`config.mk`:
```
export PLATFORM = sky130hd
export DESIGN_NAME = weekly_window_next_change_core
export DESIGN_NICKNAME = d
export VERILOG_FILES = /design/src/rtl/wwnc_pkg.sv /design/src/rtl/weekly_window_next_change_core.sv
export SDC_FILE = /design/constraint.sdc
export NUM_CORES = 1
export LEC_CHECK = 0
export BUFFER_PORTS_ARGS = -buffer_cell sky130_fd_sc_hd__buf_4
export CAP_MARGIN = 10
export CORE_ASPECT_RATIO = 0.8
export CORE_MARGIN = 2
export CORE_UTILIZATION = 60
export CTS_BUF_LIST = sky130_fd_sc_hd__clkbuf_16
export DETAILED_ROUTE_END_ITERATION = 10
export GPL_TIMING_DRIVEN = 0
export MAX_ROUTING_LAYER = met4
export PLACE_DENSITY = 0.77
export SYNTH_ARGS = -nofsm -noshare
export SYNTH_HDL_FRONTEND = slang
export SYNTH_SLANG_ARGS = --single-unit
```
`constraint.sdc`:
```
create_clock -name clk -period 6.3 [get_ports clk]
set_input_delay 0.315 -clock clk [delete_from_list [all_inputs] [get_ports clk]]
set_output_delay 0.315 -clock clk [all_outputs]
set_load 0.005 [all_outputs]
```
`src/rtl/wwnc_pkg.sv`:
```
package wwnc_pkg;

	localparam int NUM_WINDOWS = 4;
	localparam int DAYS_IN_WEEK = 7;
	localparam int SECS_PER_MINUTE = 60;
	localparam int SECS_PER_HOUR = 60 * SECS_PER_MINUTE;
	localparam int SECS_PER_DAY = 24 * SECS_PER_HOUR;

	localparam int DOW_W = 3;
	localparam int SEC_W = 17;
	localparam int MASK_W = 7;
	localparam int CHG_W = 18;
	localparam int OFF_W = 4;
	localparam int SUM_W = 21;
	localparam int DIST_W = 20;
	localparam int COUNT_W = 3;
	localparam int ENTRY_W = 41;
	localparam int ADDR_W = 3;

	localparam logic [ADDR_W-1:0] REG_WINDOW_COUNT = 3'd0;
	localparam logic [ADDR_W-1:0] REG_WINDOW_ENTRY_0 = 3'd1;
	localparam logic [ADDR_W-1:0] REG_WINDOW_ENTRY_1 = 3'd2;
	localparam logic [ADDR_W-1:0] REG_WINDOW_ENTRY_2 = 3'd3;
	localparam logic [ADDR_W-1:0] REG_WINDOW_ENTRY_3 = 3'd4;

	typedef struct packed {
		logic [CHG_W-1:0] change;
		logic [OFF_W-1:0] offset;
		logic             in_span;
	} win_s1_t;

	function automatic logic [MASK_W-1:0] day_bit(input logic [DOW_W-1:0] dow);
		logic [MASK_W:0] r;
		r = (MASK_W+1)'(1) << dow;
		return r[MASK_W-1:0];
	endfunction

	function automatic logic [OFF_W-1:0] next_offset(input logic [DOW_W-1:0] dow,
			input logic [MASK_W-1:0] mask);
		logic [OFF_W-1:0] off;
		logic [OFF_W-1:0] pos;
		off = OFF_W'(DAYS_IN_WEEK + 1);
		for (int i = DAYS_IN_WEEK; i >= 1; i--) begin
			pos = OFF_W'(dow) + OFF_W'(i);
			if (pos >= OFF_W'(2 * DAYS_IN_WEEK)) begin
				pos = pos - OFF_W'(2 * DAYS_IN_WEEK);
			end else if (pos >= OFF_W'(DAYS_IN_WEEK)) begin
				pos = pos - OFF_W'(DAYS_IN_WEEK);
			end
			if (mask[pos[2:0]]) begin
				off = OFF_W'(i);
			end
		end
		return off;
	endfunction

	function automatic logic [SUM_W-1:0] day_seconds(input logic [OFF_W-1:0] off);
		return SUM_W'(off) * SUM_W'(SECS_PER_DAY);
	endfunction

endpackage

```
`src/rtl/weekly_window_next_change_core.sv`:
```
// Weekly window scheduler: next opening or closing time.
// Up to four weekly windows are written over the configuration channel
// (cfg_valid, cfg_ready, cfg_addr, cfg_data): index 0 holds the window count,
// indexes 1 to 4 hold the window entries. cfg_ready is always high; the user
// must make writes only while no query is in flight; the block does not enforce this.
// A query word enters on the s_axis group and its result word leaves on the
// m_axis group. An accepted word passes four register stages on its way to
// m_axis: day offset search, distance per window, pairwise minimum, and final
// minimum in the output register. One word is taken every cycle when the
// receiver keeps up.
// When the receiver stalls, the result waits in the output register and the
// stages behind it keep filling until every stage holds a word; only then
// does s_axis_tready fall. Nothing is lost or repeated.
// An asynchronous reset empties the pipeline and clears every configuration
// register, so the block starts with no windows and reports always open.
module weekly_window_next_change_core (
	input  logic        clk,
	input  logic        arst_n,
	input  logic        cfg_valid,
	output logic        cfg_ready,
	input  logic [2:0]  cfg_addr,
	input  logic [40:0] cfg_data,
	input  logic        s_axis_tvalid,
	output logic        s_axis_tready,
	input  logic [23:0] s_axis_tdata,  // weekday, seconds_of_day, zero pad
	input  logic        s_axis_tuser,  // seek_opening
	output logic        m_axis_tvalid,
	input  logic        m_axis_tready,
	output logic [23:0] m_axis_tdata   // in_window, has_change, seconds_until_change, zero pad
);

	localparam int NW = wwnc_pkg::NUM_WINDOWS;

	logic [wwnc_pkg::COUNT_W-1:0] window_count_q;
	logic [wwnc_pkg::ENTRY_W-1:0] window_entry_q [NW];
	logic [wwnc_pkg::COUNT_W-1:0] count_sat;

	logic en_s1, en_s2, en_s3, en_s4;
	logic vld_s1, vld_s2, vld_s3, vld_s4;

	logic [wwnc_pkg::DOW_W-1:0] dow;
	logic [wwnc_pkg::SEC_W-1:0] now;
	logic                       seek;

	wwnc_pkg::win_s1_t          win_d [NW];
	wwnc_pkg::win_s1_t          win_s1 [NW];
	logic [NW-1:0]              wvld_d, wvld_s1;
	logic [wwnc_pkg::SEC_W-1:0] now_s1;
	logic                       none_s1;

	logic [wwnc_pkg::DIST_W-1:0] dist_d [NW];
	logic [wwnc_pkg::DIST_W-1:0] dist_s2 [NW];
	logic [NW-1:0]               wvld_s2;
	logic                        inside_d, inside_s2, none_s2;

	logic [wwnc_pkg::DIST_W-1:0] pmin_d [NW/2];
	logic [wwnc_pkg::DIST_W-1:0] pmin_s3 [NW/2];
	logic [NW/2-1:0]             pvld_d, pvld_s3;
	logic                        inside_s3, none_s3;

	logic [wwnc_pkg::DIST_W-1:0] best_d;
	logic [wwnc_pkg::DIST_W-1:0] best_s4;
	logic                        inside_s4, none_s4;

	assign cfg_ready = 1'b1;

	always_ff @(posedge clk or negedge arst_n) begin
		if (!arst_n) begin
			window_count_q <= '0;
			for (int k = 0; k < NW; k++) begin
				window_entry_q[k] <= '0;
			end
		end else if (cfg_valid) begin
			unique case (cfg_addr)
				wwnc_pkg::REG_WINDOW_COUNT: window_count_q <= cfg_data[wwnc_pkg::COUNT_W-1:0];
				wwnc_pkg::REG_WINDOW_ENTRY_0: window_entry_q[0] <= cfg_data;
				wwnc_pkg::REG_WINDOW_ENTRY_1: window_entry_q[1] <= cfg_data;
				wwnc_pkg::REG_WINDOW_ENTRY_2: window_entry_q[2] <= cfg_data;
				wwnc_pkg::REG_WINDOW_ENTRY_3: window_entry_q[3] <= cfg_data;
				default: ;
			endcase
		end
	end

	assign count_sat = (window_count_q > wwnc_pkg::COUNT_W'(NW)) ?
		wwnc_pkg::COUNT_W'(NW) : window_count_q;

	assign en_s4 = !vld_s4 || m_axis_tready;
	assign en_s3 = !vld_s3 || en_s4;
	assign en_s2 = !vld_s2 || en_s3;
	assign en_s1 = !vld_s1 || en_s2;
	assign s_axis_tready = en_s1;

	always_ff @(posedge clk or negedge arst_n) begin
		if (!arst_n) begin
			vld_s1 <= 1'b0;
			vld_s2 <= 1'b0;
			vld_s3 <= 1'b0;
			vld_s4 <= 1'b0;
		end else begin
			if (en_s1) vld_s1 <= s_axis_tvalid;
			if (en_s2) vld_s2 <= vld_s1;
			if (en_s3) vld_s3 <= vld_s2;
			if (en_s4) vld_s4 <= vld_s3;
		end
	end

	assign dow = s_axis_tdata[2:0];
	assign now = s_axis_tdata[19:3];
	assign seek = s_axis_tuser;

	always_comb begin
		logic [wwnc_pkg::SEC_W-1:0]  st;
		logic [wwnc_pkg::SEC_W-1:0]  en;
		logic [wwnc_pkg::MASK_W-1:0] mask;
		logic                        today;
		for (int k = 0; k < NW; k++) begin
			st = window_entry_q[k][16:0];
			en = window_entry_q[k][33:17];
			mask = window_entry_q[k][40:34];
			today = |(mask & wwnc_pkg::day_bit(dow));
			win_d[k].change = seek ? wwnc_pkg::CHG_W'(st) :
				wwnc_pkg::CHG_W'(en) + wwnc_pkg::CHG_W'(wwnc_pkg::SECS_PER_MINUTE);
			win_d[k].offset = (today && (wwnc_pkg::CHG_W'(now) < win_d[k].change)) ?
				'0 : wwnc_pkg::next_offset(dow, mask);
			win_d[k].in_span = today && (now >= st) && (now <= en);
			wvld_d[k] = wwnc_pkg::COUNT_W'(k) < count_sat;
		end
	end

	always_ff @(posedge clk) begin
		if (en_s1) begin
			win_s1 <= win_d;
			wvld_s1 <= wvld_d;
			now_s1 <= now;
			none_s1 <= (window_count_q == '0);
		end
	end

	always_comb begin
		logic [wwnc_pkg::SUM_W-1:0] sum;
		logic [wwnc_pkg::SUM_W-1:0] diff;
		inside_d = 1'b0;
		for (int k = 0; k < NW; k++) begin
			sum = wwnc_pkg::SUM_W'(win_s1[k].change) + wwnc_pkg::day_seconds(win_s1[k].offset);
			diff = sum - wwnc_pkg::SUM_W'(now_s1);
			dist_d[k] = (sum < wwnc_pkg::SUM_W'(now_s1)) ? '0 : diff[wwnc_pkg::DIST_W-1:0];
			inside_d = inside_d | (win_s1[k].in_span & wvld_s1[k]);
		end
	end

	always_ff @(posedge clk) begin
		if (en_s2) begin
			dist_s2 <= dist_d;
			wvld_s2 <= wvld_s1;
			inside_s2 <= inside_d;
			none_s2 <= none_s1;
		end
	end

	always_comb begin
		for (int p = 0; p < NW / 2; p++) begin
			pmin_d[p] = (wvld_s2[2*p+1] && (dist_s2[2*p+1] < dist_s2[2*p])) ?
				dist_s2[2*p+1] : dist_s2[2*p];
			pvld_d[p] = wvld_s2[2*p];
		end
	end

	always_ff @(posedge clk) begin
		if (en_s3) begin
			pmin_s3 <= pmin_d;
			pvld_s3 <= pvld_d;
			inside_s3 <= inside_s2;
			none_s3 <= none_s2;
		end
	end

	assign best_d = (pvld_s3[1] && (pmin_s3[1] < pmin_s3[0])) ? pmin_s3[1] : pmin_s3[0];

	always_ff @(posedge clk) begin
		if (en_s4) begin
			best_s4 <= none_s3 ? '0 : best_d;
			inside_s4 <= none_s3 | inside_s3;
			none_s4 <= none_s3;
		end
	end

	assign m_axis_tvalid = vld_s4;
	assign m_axis_tdata = {2'b00, best_s4, !none_s4, inside_s4};

	a_no_window_result: assert property (@(posedge clk) disable iff (!arst_n)
		m_axis_tvalid && !m_axis_tdata[1] |-> m_axis_tdata[0] && (m_axis_tdata[21:2] == '0))
		else $error("result without change time must report open and zero distance");

	a_change_needs_windows: assert property (@(posedge clk) disable iff (!arst_n)
		m_axis_tvalid && m_axis_tdata[1] |-> (window_count_q != '0))
		else $error("change time reported with no windows configured");

	a_ready_when_room: assert property (@(posedge clk) disable iff (!arst_n)
		!vld_s1 |-> s_axis_tready)
		else $error("input held off while the first stage is empty");

endmodule
```
# == Word level (Yosys, flattened, before mapping) ==
# Cells that the tools add are included.
# word_totals
reg_bits,437
inputBits,74
# op_classes
n_mul,4
muxes,106
reduce_logical,47
bitwise_logic,12
shifts,1
magnitude_cmp,45
eq_ne,4
addsub,33
# op_table
cell,count
$add 18x21->21,4
$bmux 1 s3,28
$lt 21x17->1,4
$mux 3,27
$sub 20x17->20,4
$add 17x6->18 const B,4
$lt 17x18->1,4
$mux 18,4
$ge 17x17->1,4
$le 17x17->1,4
$lt 20x20->1,3
$mux 20,3
$mul 4x10->14 const B,4
$reduce_or 7->1,8
$sub 3x3->3 const B,14
$mux 1,32
$and 7x7->7,4
$ge 4x3->1 const B,7
$ge 4x4->1 const B,7
$lt 3x4->1 const B,7
$add 3x3->4 const B,4
$mux 2,8
$mux 4,4
$reduce_or 4->1,4
17 further kinds,56

# == Depth between registers and ports, before layout ==
# Gate-level depths: netlist (run 1).
# depth
ltp_word,13
depth_mapped,24
ltp_nobuf,23

# == Worst setup path after synthesis (run 1) ==
# Ideal clock, no wire load.
# synth_timing
kind,register to register
startpoint,register vld_s4 (netlist: m_axis_tvalid)
endpoint,register none_s1 (enable)
arrival_time_ns,3.792
stages_incl_launch_ff,3
period_less_slack_ns,5.354
t_required_ns,4.738
path_slack_ns,0.946
path_buffers,0
setup_time_ns,1.562
path_cell_list,dfrtp_1 nor2b_1 nand4_1
# synth_between
elab_chain_cells,5
# synth_lines
element,line,text
start: declaration,weekly_window_next_change_core.sv:39,"logic vld_s1, vld_s2, vld_s3, vld_s4;"
start signal: assignment,weekly_window_next_change_core.sv:104,if (en_s4) vld_s4 <= vld_s3;
$logic_not 1->1,weekly_window_next_change_core.sv:88,assign en_s4 = !vld_s4 || m_axis_tready;
$logic_or 1x1->1,weekly_window_next_change_core.sv:88,
$logic_or 1x1->1,weekly_window_next_change_core.sv:89,assign en_s3 = !vld_s3 || en_s4;
$logic_or 1x1->1,weekly_window_next_change_core.sv:90,assign en_s2 = !vld_s2 || en_s3;
$logic_or 1x1->1,weekly_window_next_change_core.sv:91,assign en_s1 = !vld_s1 || en_s2;
via s_axis_tready,weekly_window_next_change_core.sv:24,"output logic s_axis_tready,"
end signal: assignment,weekly_window_next_change_core.sv:136,none_s1 <= (window_count_q == '0);
end: declaration,weekly_window_next_change_core.sv:49,logic none_s1;
# The timed path passes the listed nets, and every way through them passes these cells.
# A chain may end at the register's enable or synchronous reset.

# == Worst setup path in the final report (run 1) ==
# layout_timing
startpoint,register win_s1[49] (netlist bit)
endpoint,"register dist_s2[58] (netlist bit), data pin"
# layout_between
elab_chain_cells,3
word_cells_on_any_way,4
cone_classes,2 x add/sub; 1 x mul; 1 x order compare
# layout_lines
element,line,text
start: declaration,weekly_window_next_change_core.sv:46,wwnc_pkg::win_s1_t win_s1 [NW];
start signal: assignment,weekly_window_next_change_core.sv:133,win_s1 <= win_d;
$mul 4x10->14 *,wwnc_pkg.sv:58,return SUM_W'(off) * SUM_W'(SECS_PER_DAY);
$add 18x21->21 *,weekly_window_next_change_core.sv:145,sum = wwnc_pkg::SUM_W'(win_s1[k].change) + wwnc_pkg::day_seconds(win_s1[k].offset);
$sub 20x17->20 or $lt 21x17->1 (tied branches),"weekly_window_next_change_core.sv:146, weekly_window_next_change_core.sv:147",
end signal: assignment,weekly_window_next_change_core.sv:154,dist_s2 <= dist_d;
end: declaration,weekly_window_next_change_core.sv:52,logic [wwnc_pkg::DIST_W-1:0] dist_s2 [NW];
# Every way passes the cells marked *; elsewhere a longest branch is shown, timed or not.

==> reports/results.tsv, run 1 <==
stage	metric	value	unit
layout	layout cell share with drive strength beyond 1	0.0899	
hold_path	Min-Delay Path Class	input pin to flop	
floorplanning	DIE WIDTH	272	um
worst_setup_path	startpoint types	flop	
sta	skew final	0.0153	ns
synthesis	mean cell area of the mapped netlist	9.50	um^2
clock_tree	CTS Buffer Depth	3	
worst_setup_path	Critical Path RT	6.63	ns
synthesis	Post-synth top flop	edfxtp_1	
clock_tree	CTS tree	yes	
clock_tree	Hold Buf Count CTS	38	
synthesis	cell taking the most area after synthesis	edfxtp_1	
clock_tree	Resized Gates After CTS	0	
detailed_routing	WL met3	11200	um
detailed_routing	Final ANT Viol Nets	0	
detailed_routing	top sig layer	met4	
power_and_ir_drop	Max IR drop VDD	0.000446	V
detailed_routing	met2 wire length	42300	um
detailed_routing	via count	29256	
sta	Hold Vio Cnt, Final	0	
worst_setup_path	Crit Path Max Fanout	10	
layout	final instance area	38200	um^2
detailed_routing	WL met1	43600	um
layout	Area Growth Syn to Fin	10.5	%
synthesis	top post-synthesis cells by area	edfxtp_1 23%, ha_1 17%, dfrtp_1 12%, o21ai_0 4.0%, mux2_2 4.0%	
sta	Max Freq	0.175	GHz
power_and_ir_drop	leakage	17.2	nW
clock_tree	H-tree depth	2	
detailed_routing	vias per inst	6.33	
sta	final setup violation count	0	
clock_tree	clk_lat worst skew	0.60	ns
worst_setup_path	CP Data Arrival Time	6.05	ns
synthesis	Post-synth ARST share	0.393	
clock_tree	Setup Buffers After CTS	0	
sta	unrepaired setup endpoints after global routing	no	
synthesis	list of most frequent post-synthesis cells	458 x ha_1, 351 x inv_1, 303 x nand2_1	
synthesis	share of the synthesized area in the top cell type	0.230	
global_route	first-pass GRT wire length	156000	um
power_and_ir_drop	cell area power density	529	nW/um^2
global_route	number of global-route vias before repair	27544	
detailed_routing	DR WL/cell	21.9	um
synthesis	Distinct cells, synth	93	
sta	Final WS setup	0.583	ns
floorplanning	Die ar.	59500	um^2
layout	Final nets	4369	
flow_run	max_cap viols	0	
floorplanning	die height	219	um
global_route	Overflow after GRT	0	
detailed_routing	DRC	0	
clock_tree	Clock Tree Root	clkbuf_16	
detailed_routing	final wirelength	101000	um
global_route	largest net degree at the start of global routing	110	
sta	Final Max Tran Viols	0	
worst_setup_path	WS Path Type	flop to flop	
sta	actual slew at the worst max-slew pin	1.39	ns
synthesis	Seq/Total Area, Yosys	0.354	
clock_tree	total CTS buffers	45	
synthesis	Warnings, synthesis	0	
placed_design	Post-Place Setup Slack	0.703	ns
worst_setup_path	Setup crit end kind	flop	
synthesis	synthesized area	34500	um^2
sta	Tmin final	5.72	ns
synthesis	number of synthesized flops with an enable pin	264	
placed_design	IO Port Bufs	92	
global_route	initial antenna violation count	3	
synthesis	Syn Inst Count	3635	
detailed_routing	Pre-antenna DRT Iters	8	
global_route	gr usage total	0.351	
placed_design	Post-DP HPWL	79400	um
floorplanning	core area	56800	um^2
synthesis	Yosys reg bits	435	
floorplanning	initial core utilization	0.608	
sta	Final Cycle Share	0.907	
clock_tree	Sink Count	435	
synthesis	most frequent cell after synthesis	ha_1	
detailed_routing	drt first-iter violations	2865	
placed_design	placed inst area	36400	um^2
placed_design	GPL Wtd Cong	1.02	
floorplanning	# rows	78	
sta	Hold WS	0.0237	ns
sta	Max-slew headroom	0.0660	
outcome	status	finished clean	
floorplanning	Ports	101	
clock_tree	clk slew on worst S/H paths	0.07	ns
-- metrics by stage --
step | utilization | setup TNS (ns) | instances | power [mW]
global route | 0.672 | 0 | 4620 | 21.8
CTS | 0.672 | 0 | 4620 | 20.1
floorplan | - | 0 | 3636 | 14.2
global placement | 0.637 | -122.33 | 4488 | 17.0
detailed placement | 0.640 | 0 | 4499 | 17.4
finish | 0.672 | 0 | 4621 | 20.2
-- final cells by class --
cell class	count	area [um^2]
sequential	435	12200
fill	4539	18600
tap	760	951
antenna	1	2.50
inverter	351	1320
timing repair buffer	141	1260
buffer	126	515
clock buffer	45	1130
multi-input combinational	2724	20500
clock inverter	38	279
-- flip-flops by register name (all words and copies together), names as in the netlist --
register        flops
window_entry_q    164
win_s1             92
dist_s2            80
pmin_s3            40
best_s4            20
now_s1             17
wvld_s1             4
window_count_q      3
wvld_s2             3
inside_s2           1
inside_s3           1
inside_s4           1
m_axis_tvalid       1
none_s1             1
none_s2             1
none_s3             1
none_s4             1
pvld_s3             1
vld_s1              1
vld_s2              1
vld_s3              1
-- logic make-up after synthesis --
group,synth area share
XOR/XNOR,0.0449
multiplexers,0.0638
AO/OA/AOI/OAI,0.180
flip-flops,0.354
AND/OR/NAND/NOR,0.131
adder cells (fa/ha/maj),0.174
other,0.000218
buffers and inverters,0.0531
-- final timing paths --
path / slack (ns) / endpoint / startpoint / depth (start not counted)
setup reg to reg: 0.58 / dist_s2[58]$_SDFFCE_PN0P_ / win_s1[49]$_SDFFCE_PP0P_ / 22
setup / recovery: 0.58 / dist_s2[58]$_SDFFCE_PN0P_ / win_s1[49]$_SDFFCE_PP0P_ / 22
hold reg to reg: 0.43 / none_s3$_DFFE_PP_ / none_s2$_DFFE_PP_ / 0
hold / removal: 0.02 / window_entry_q[30]$_DFFE_PN0P_ / cfg_data[30] / 3
max in group asynchronous: 5.09 / window_entry_q[125]$_DFFE_PN0P_ / arst_n / 3
min in group asynchronous: 0.24 / window_entry_q[36]$_DFFE_PN0P_ / arst_n / 2
-- worst max-delay path, cell delays in order (launching register included) --
cell and delay (ns):
edfxtp_1 0.49, inv_1 0.08, ha_1 0.28, inv_1 0.04, ha_1 0.19, ha_1 0.35
nand3_1 0.15, and2_1 0.22, xnor2_1 0.15, ha_1 0.23, nor4_1 0.55, nor2_1 0.12
a21oi_1 0.22, xnor2_1 0.17, ha_1 0.31, a21oi_1 0.27, nand2_1 0.08, nand2_1 0.08
a31oi_1 0.06, or4_4 0.57, nor3_4 0.53, buf_6 0.23, nor2_1 0.09
-- per-layer routing --
layer / vias up / track usage
met4: 0 / 0.133
met2: 1462 / 0.503
met3: 260 / 0.0750
met5: - / -
li1: 13682 / -
met1: 13852 / 0.485
-- power breakdown --
part | switching (mW) | total, mW | leakage (nW) | internal [mW]
Combinational | 7.17 | 12.4 | 11.6 | 5.18
Clock | 1.16 | 2.60 | 0.730 | 1.43
Sequential | 0.633 | 5.24 | 4.85 | 4.60
Total | 8.97 | 20.2 | 17.2 | 11.2
-- cell usage in the layout, fill, tap and decap left out, drive strengths merged, types with 122 or more instances in the layout --
cell type    n
nand2      303
a21oi      173
dfrtp      171
edfxtp     264
buf        150
nor2       218
clkbuf     124
ha         458
inv        369
mux2       122
xnor2      131
o21ai      280
Power figures use the tool's default switching activity.
==> run 2, diff against run 1 <==
Settings changed: ABC_AREA from default to 1.
==> run 2 against run 1 <==
Compared with the run above:
- synthesized cell count grew 19%
- final cell count up 14%
- setup slack improved by 0.57 ns
- sequential power down 1%
- clock power rose by 4%
- synthesized area decreased by 0.76%
- clock skew up 0.017 ns
- flip-flop and latch count unchanged
- sequential share of layout area rose by 0.53 points
- critical endpoint is now dist_s2[47]$_SDFFCE_PN0P_
- via count grew 4.8%
- count of clock-buffer cells in the layout grew 4
==> reports/results.tsv, run 2 <==
stage	metric	value	unit
outcome	status	finished clean	
worst_setup_path	CP max stage delay	0.57	ns
hold_path	Min-Delay Path Class	input pin to flop	
layout	max reg flops	164	
worst_setup_path	Critical Path RT	6.72	ns
worst_setup_path	WS Path Type	flop to flop	
worst_setup_path	Crit Path Max Fanout	10	
layout	Area Growth Syn to Fin	9.56	%
worst_setup_path	CP Data Arrival Time	5.57	ns
layout	most frequent cells in the layout	927 x nand2_1, 614 x inv_1, 458 x ha_1	
global_route	initial antenna violation count	3	
synthesis	synthesized area	34300	um^2
synthesis	Yosys reg bits	435	
placed_design	placed inst area	36000	um^2
detailed_routing	DR WL/cell	19.3	um
synthesis	share of the synthesized area in the top cell type	0.231	
sta	final setup violation count	0	
sta	Hold Vio Cnt, Final	0	
clock_tree	clk slew on worst S/H paths	0.06	ns
floorplanning	# rows	78	
clock_tree	Resized Gates After CTS	0	
detailed_routing	Final ANT Viol Nets	0	
placed_design	GPL Wtd Cong	1.05	
layout	final core occ	0.663	
clock_tree	clk_lat worst skew	0.61	ns
synthesis	Syn Inst Count	4326	
detailed_routing	vias per inst	5.81	
worst_setup_path	startpoint types	flop	
detailed_routing	drt first-iter violations	3282	
clock_tree	Setup Buffers After CTS	0	
layout	Final nets	5019	
worst_setup_path	CP max stage cell	edfxtp_1	
synthesis	most frequent cell after synthesis	nand2_1	
sta	Max-slew headroom	0.371	
layout	final std cells w/o fill	5275	
floorplanning	initial core utilization	0.605	
clock_tree	Hold Buf Count CTS	3	
worst_setup_path	Setup crit end kind	flop	
detailed_routing	final wirelength	102000	um
detailed_routing	Pre-antenna DRT Iters	6	
global_route	largest net degree at the start of global routing	98	
synthesis	mean cell area of the mapped netlist	7.92	um^2
synthesis	Seq/Total Area, Yosys	0.356	
detailed_routing	DRC	0	
placed_design	Post-DP HPWL	79600	um
synthesis	list of most frequent post-synthesis cells	928 x nand2_1, 607 x inv_1, 458 x ha_1	
global_route	Overflow after GRT	0	
synthesis	number of synthesized flops with an enable pin	264	
synthesis	Warnings, synthesis	0	
sta	Hold WS	0.0339	ns
global_route	gr usage total	0.354	
clock_tree	Sink Count	435	
floorplanning	Die ar.	59000	um^2
synthesis	Post-synth ARST share	0.393	
power_and_ir_drop	Max IR drop VDD	0.000397	V
sta	actual slew at the worst max-slew pin	0.942	ns
sta	Max Freq	0.194	GHz
synthesis	Post-synth top flop	edfxtp_1	
layout	Largest Register	window_entry_q	
layout	Fillers	4874	
synthesis	cell taking the most area after synthesis	edfxtp_1	
synthesis	top post-synthesis cells by area	edfxtp_1 23%, ha_1 17%, dfrtp_1 12%, nand2_1 10%, inv_1 6.7%	
layout	most common cell after layout, fill and taps aside	nand2_1	
clock_tree	total CTS buffers	47	
sta	Tmin final	5.15	ns
power_and_ir_drop	cell area power density	524	nW/um^2
clock_tree	Clock Tree Root	clkbuf_16	
sta	unrepaired setup endpoints after global routing	no	
sta	Final Max Tran Viols	0	
clock_tree	CTS tree	yes	
sta	skew final	0.0321	ns
layout	final instance area	37500	um^2
placed_design	IO Port Bufs	92	
worst_setup_path	Top cell by count, worst path	ha_1	
layout	layout cell share with drive strength beyond 1	0.0561	
placed_design	placed cell count	5182	
floorplanning	die height	218	um
sta	setup TNS	0	ns
clock_tree	CTS Buffer Depth	3	
power_and_ir_drop	leakage	18.4	nW
synthesis	Distinct cells, synth	63	
detailed_routing	via count	30649	
global_route	first-pass GRT wire length	157000	um
floorplanning	core area	56600	um^2
floorplanning	DIE WIDTH	271	um
global_route	number of global-route vias before repair	27880	
layout	biggest regs	window_entry_q (164), win_s1 (92), dist_s2 (80)	
floorplanning	Ports	101	
sta	Final Cycle Share	0.817	
clock_tree	H-tree depth	2	
flow_run	max_cap viols	0	
[run 2: cell types whose count changed in the layout (fill, tap and decap cells not counted), sizes merged, moves of 49 or more]
| cell | before | now |
|---|---|---|
| nor2b | 51 | 0 |
| a21oi | 173 | 317 |
| nand2 | 303 | 941 |
| xor2 | 46 | 95 |
| nand3 | 85 | 251 |
| inv | 369 | 626 |
| a21o | 91 | 10 |
| nor2 | 218 | 341 |
| nand2b | 52 | 0 |
| xnor2 | 131 | 58 |
| mux2 | 122 | 0 |
| o21ai | 280 | 393 |
| mux2i | 76 | 0 |
[run 2: worst paths after layout]
kind                                               start                        endpoint  slack, ns  cells after the start
max in group asynchronous                         arst_n  window_entry_q[85]$_DFFE_PN0P_       5.13                      3
worst min register to register         none_s1$_DFFE_PP_               none_s2$_DFFE_PP_       0.42                      0
worst max-delay path            win_s1[49]$_SDFFCE_PP0P_       dist_s2[47]$_SDFFCE_PN0P_       1.15                     25
worst max register to register  win_s1[49]$_SDFFCE_PP0P_       dist_s2[47]$_SDFFCE_PN0P_       1.15                     25
worst min-delay path                        cfg_data[34]  window_entry_q[34]$_DFFE_PN0P_       0.03                      3
min in group asynchronous                         arst_n  window_entry_q[77]$_DFFE_PN0P_       0.32                      2
[run 2: area by class of cell]
type                            count  area (um^2)  area share
Sequential cell                   435        12200       0.325
Antenna cell                        3         7.51    0.000200
Tap cell                          760          951      0.0253
Inverter                          613         2310      0.0614
Multi-Input combinational cell   3185        19300       0.514
Clock buffer                       49         1230      0.0327
Buffer                             94          465      0.0124
Clock inverter                     38          267     0.00710
Timing Repair Buffer               98          811      0.0216
[run 2: critical path: cells and delay by family (launching register included)]
| family | cells | cell delay, ns |
|---|---|---|
| adder cells (fa/ha/maj) | 5 | 1.27 |
| buffers and inverters | 4 | 0.37 |
| XOR/XNOR | 2 | 0.29 |
| flip-flops | 1 | 0.57 |
| AND/OR/NAND/NOR | 9 | 1.26 |
| AO/OA/AOI/OAI | 5 | 1.23 |
[run 2: per-layer routing]
metal / vias to the layer above / part of all wire / GRT usage / routed length (um)
met1: 14002 / 0.44 / 0.491 / 44400
met3: 273 / 0.11 / 0.0765 / 10900
met5: - / 0 / - / 0
li1: 14901 / - / - / -
met2: 1473 / 0.41 / 0.507 / 41800
met4: 0 / 0.046 / 0.140 / 4700
[run 2: cell families after synthesis]
family / Yosys count / share of synthesized area
AND/OR/NAND/NOR: 1694 / 0.209
flip-flops: 435 / 0.356
XOR/XNOR: 153 / 0.0398
buffers and inverters: 707 / 0.0808
AO/OA/AOI/OAI: 864 / 0.139
other: 2 / 0.000219
adder cells (fa/ha/maj): 471 / 0.175
[run 2: stage by stage]
stage	power, mW	worst slack [ns]
3_3_place_gp	16.5	-0.412
3_5_place_dp	16.7	1.15
4_1_cts	19.5	1.16
6_report	19.7	1.15
2_1_floorplan	13.8	1.26
5_1_grt	21.5	0.760
[run 2: report_power, final]
group / switching [mW] / internal, mW
Clock: 1.21 / 1.50
Combinational: 7.29 / 4.48
Sequential: 0.641 / 4.55
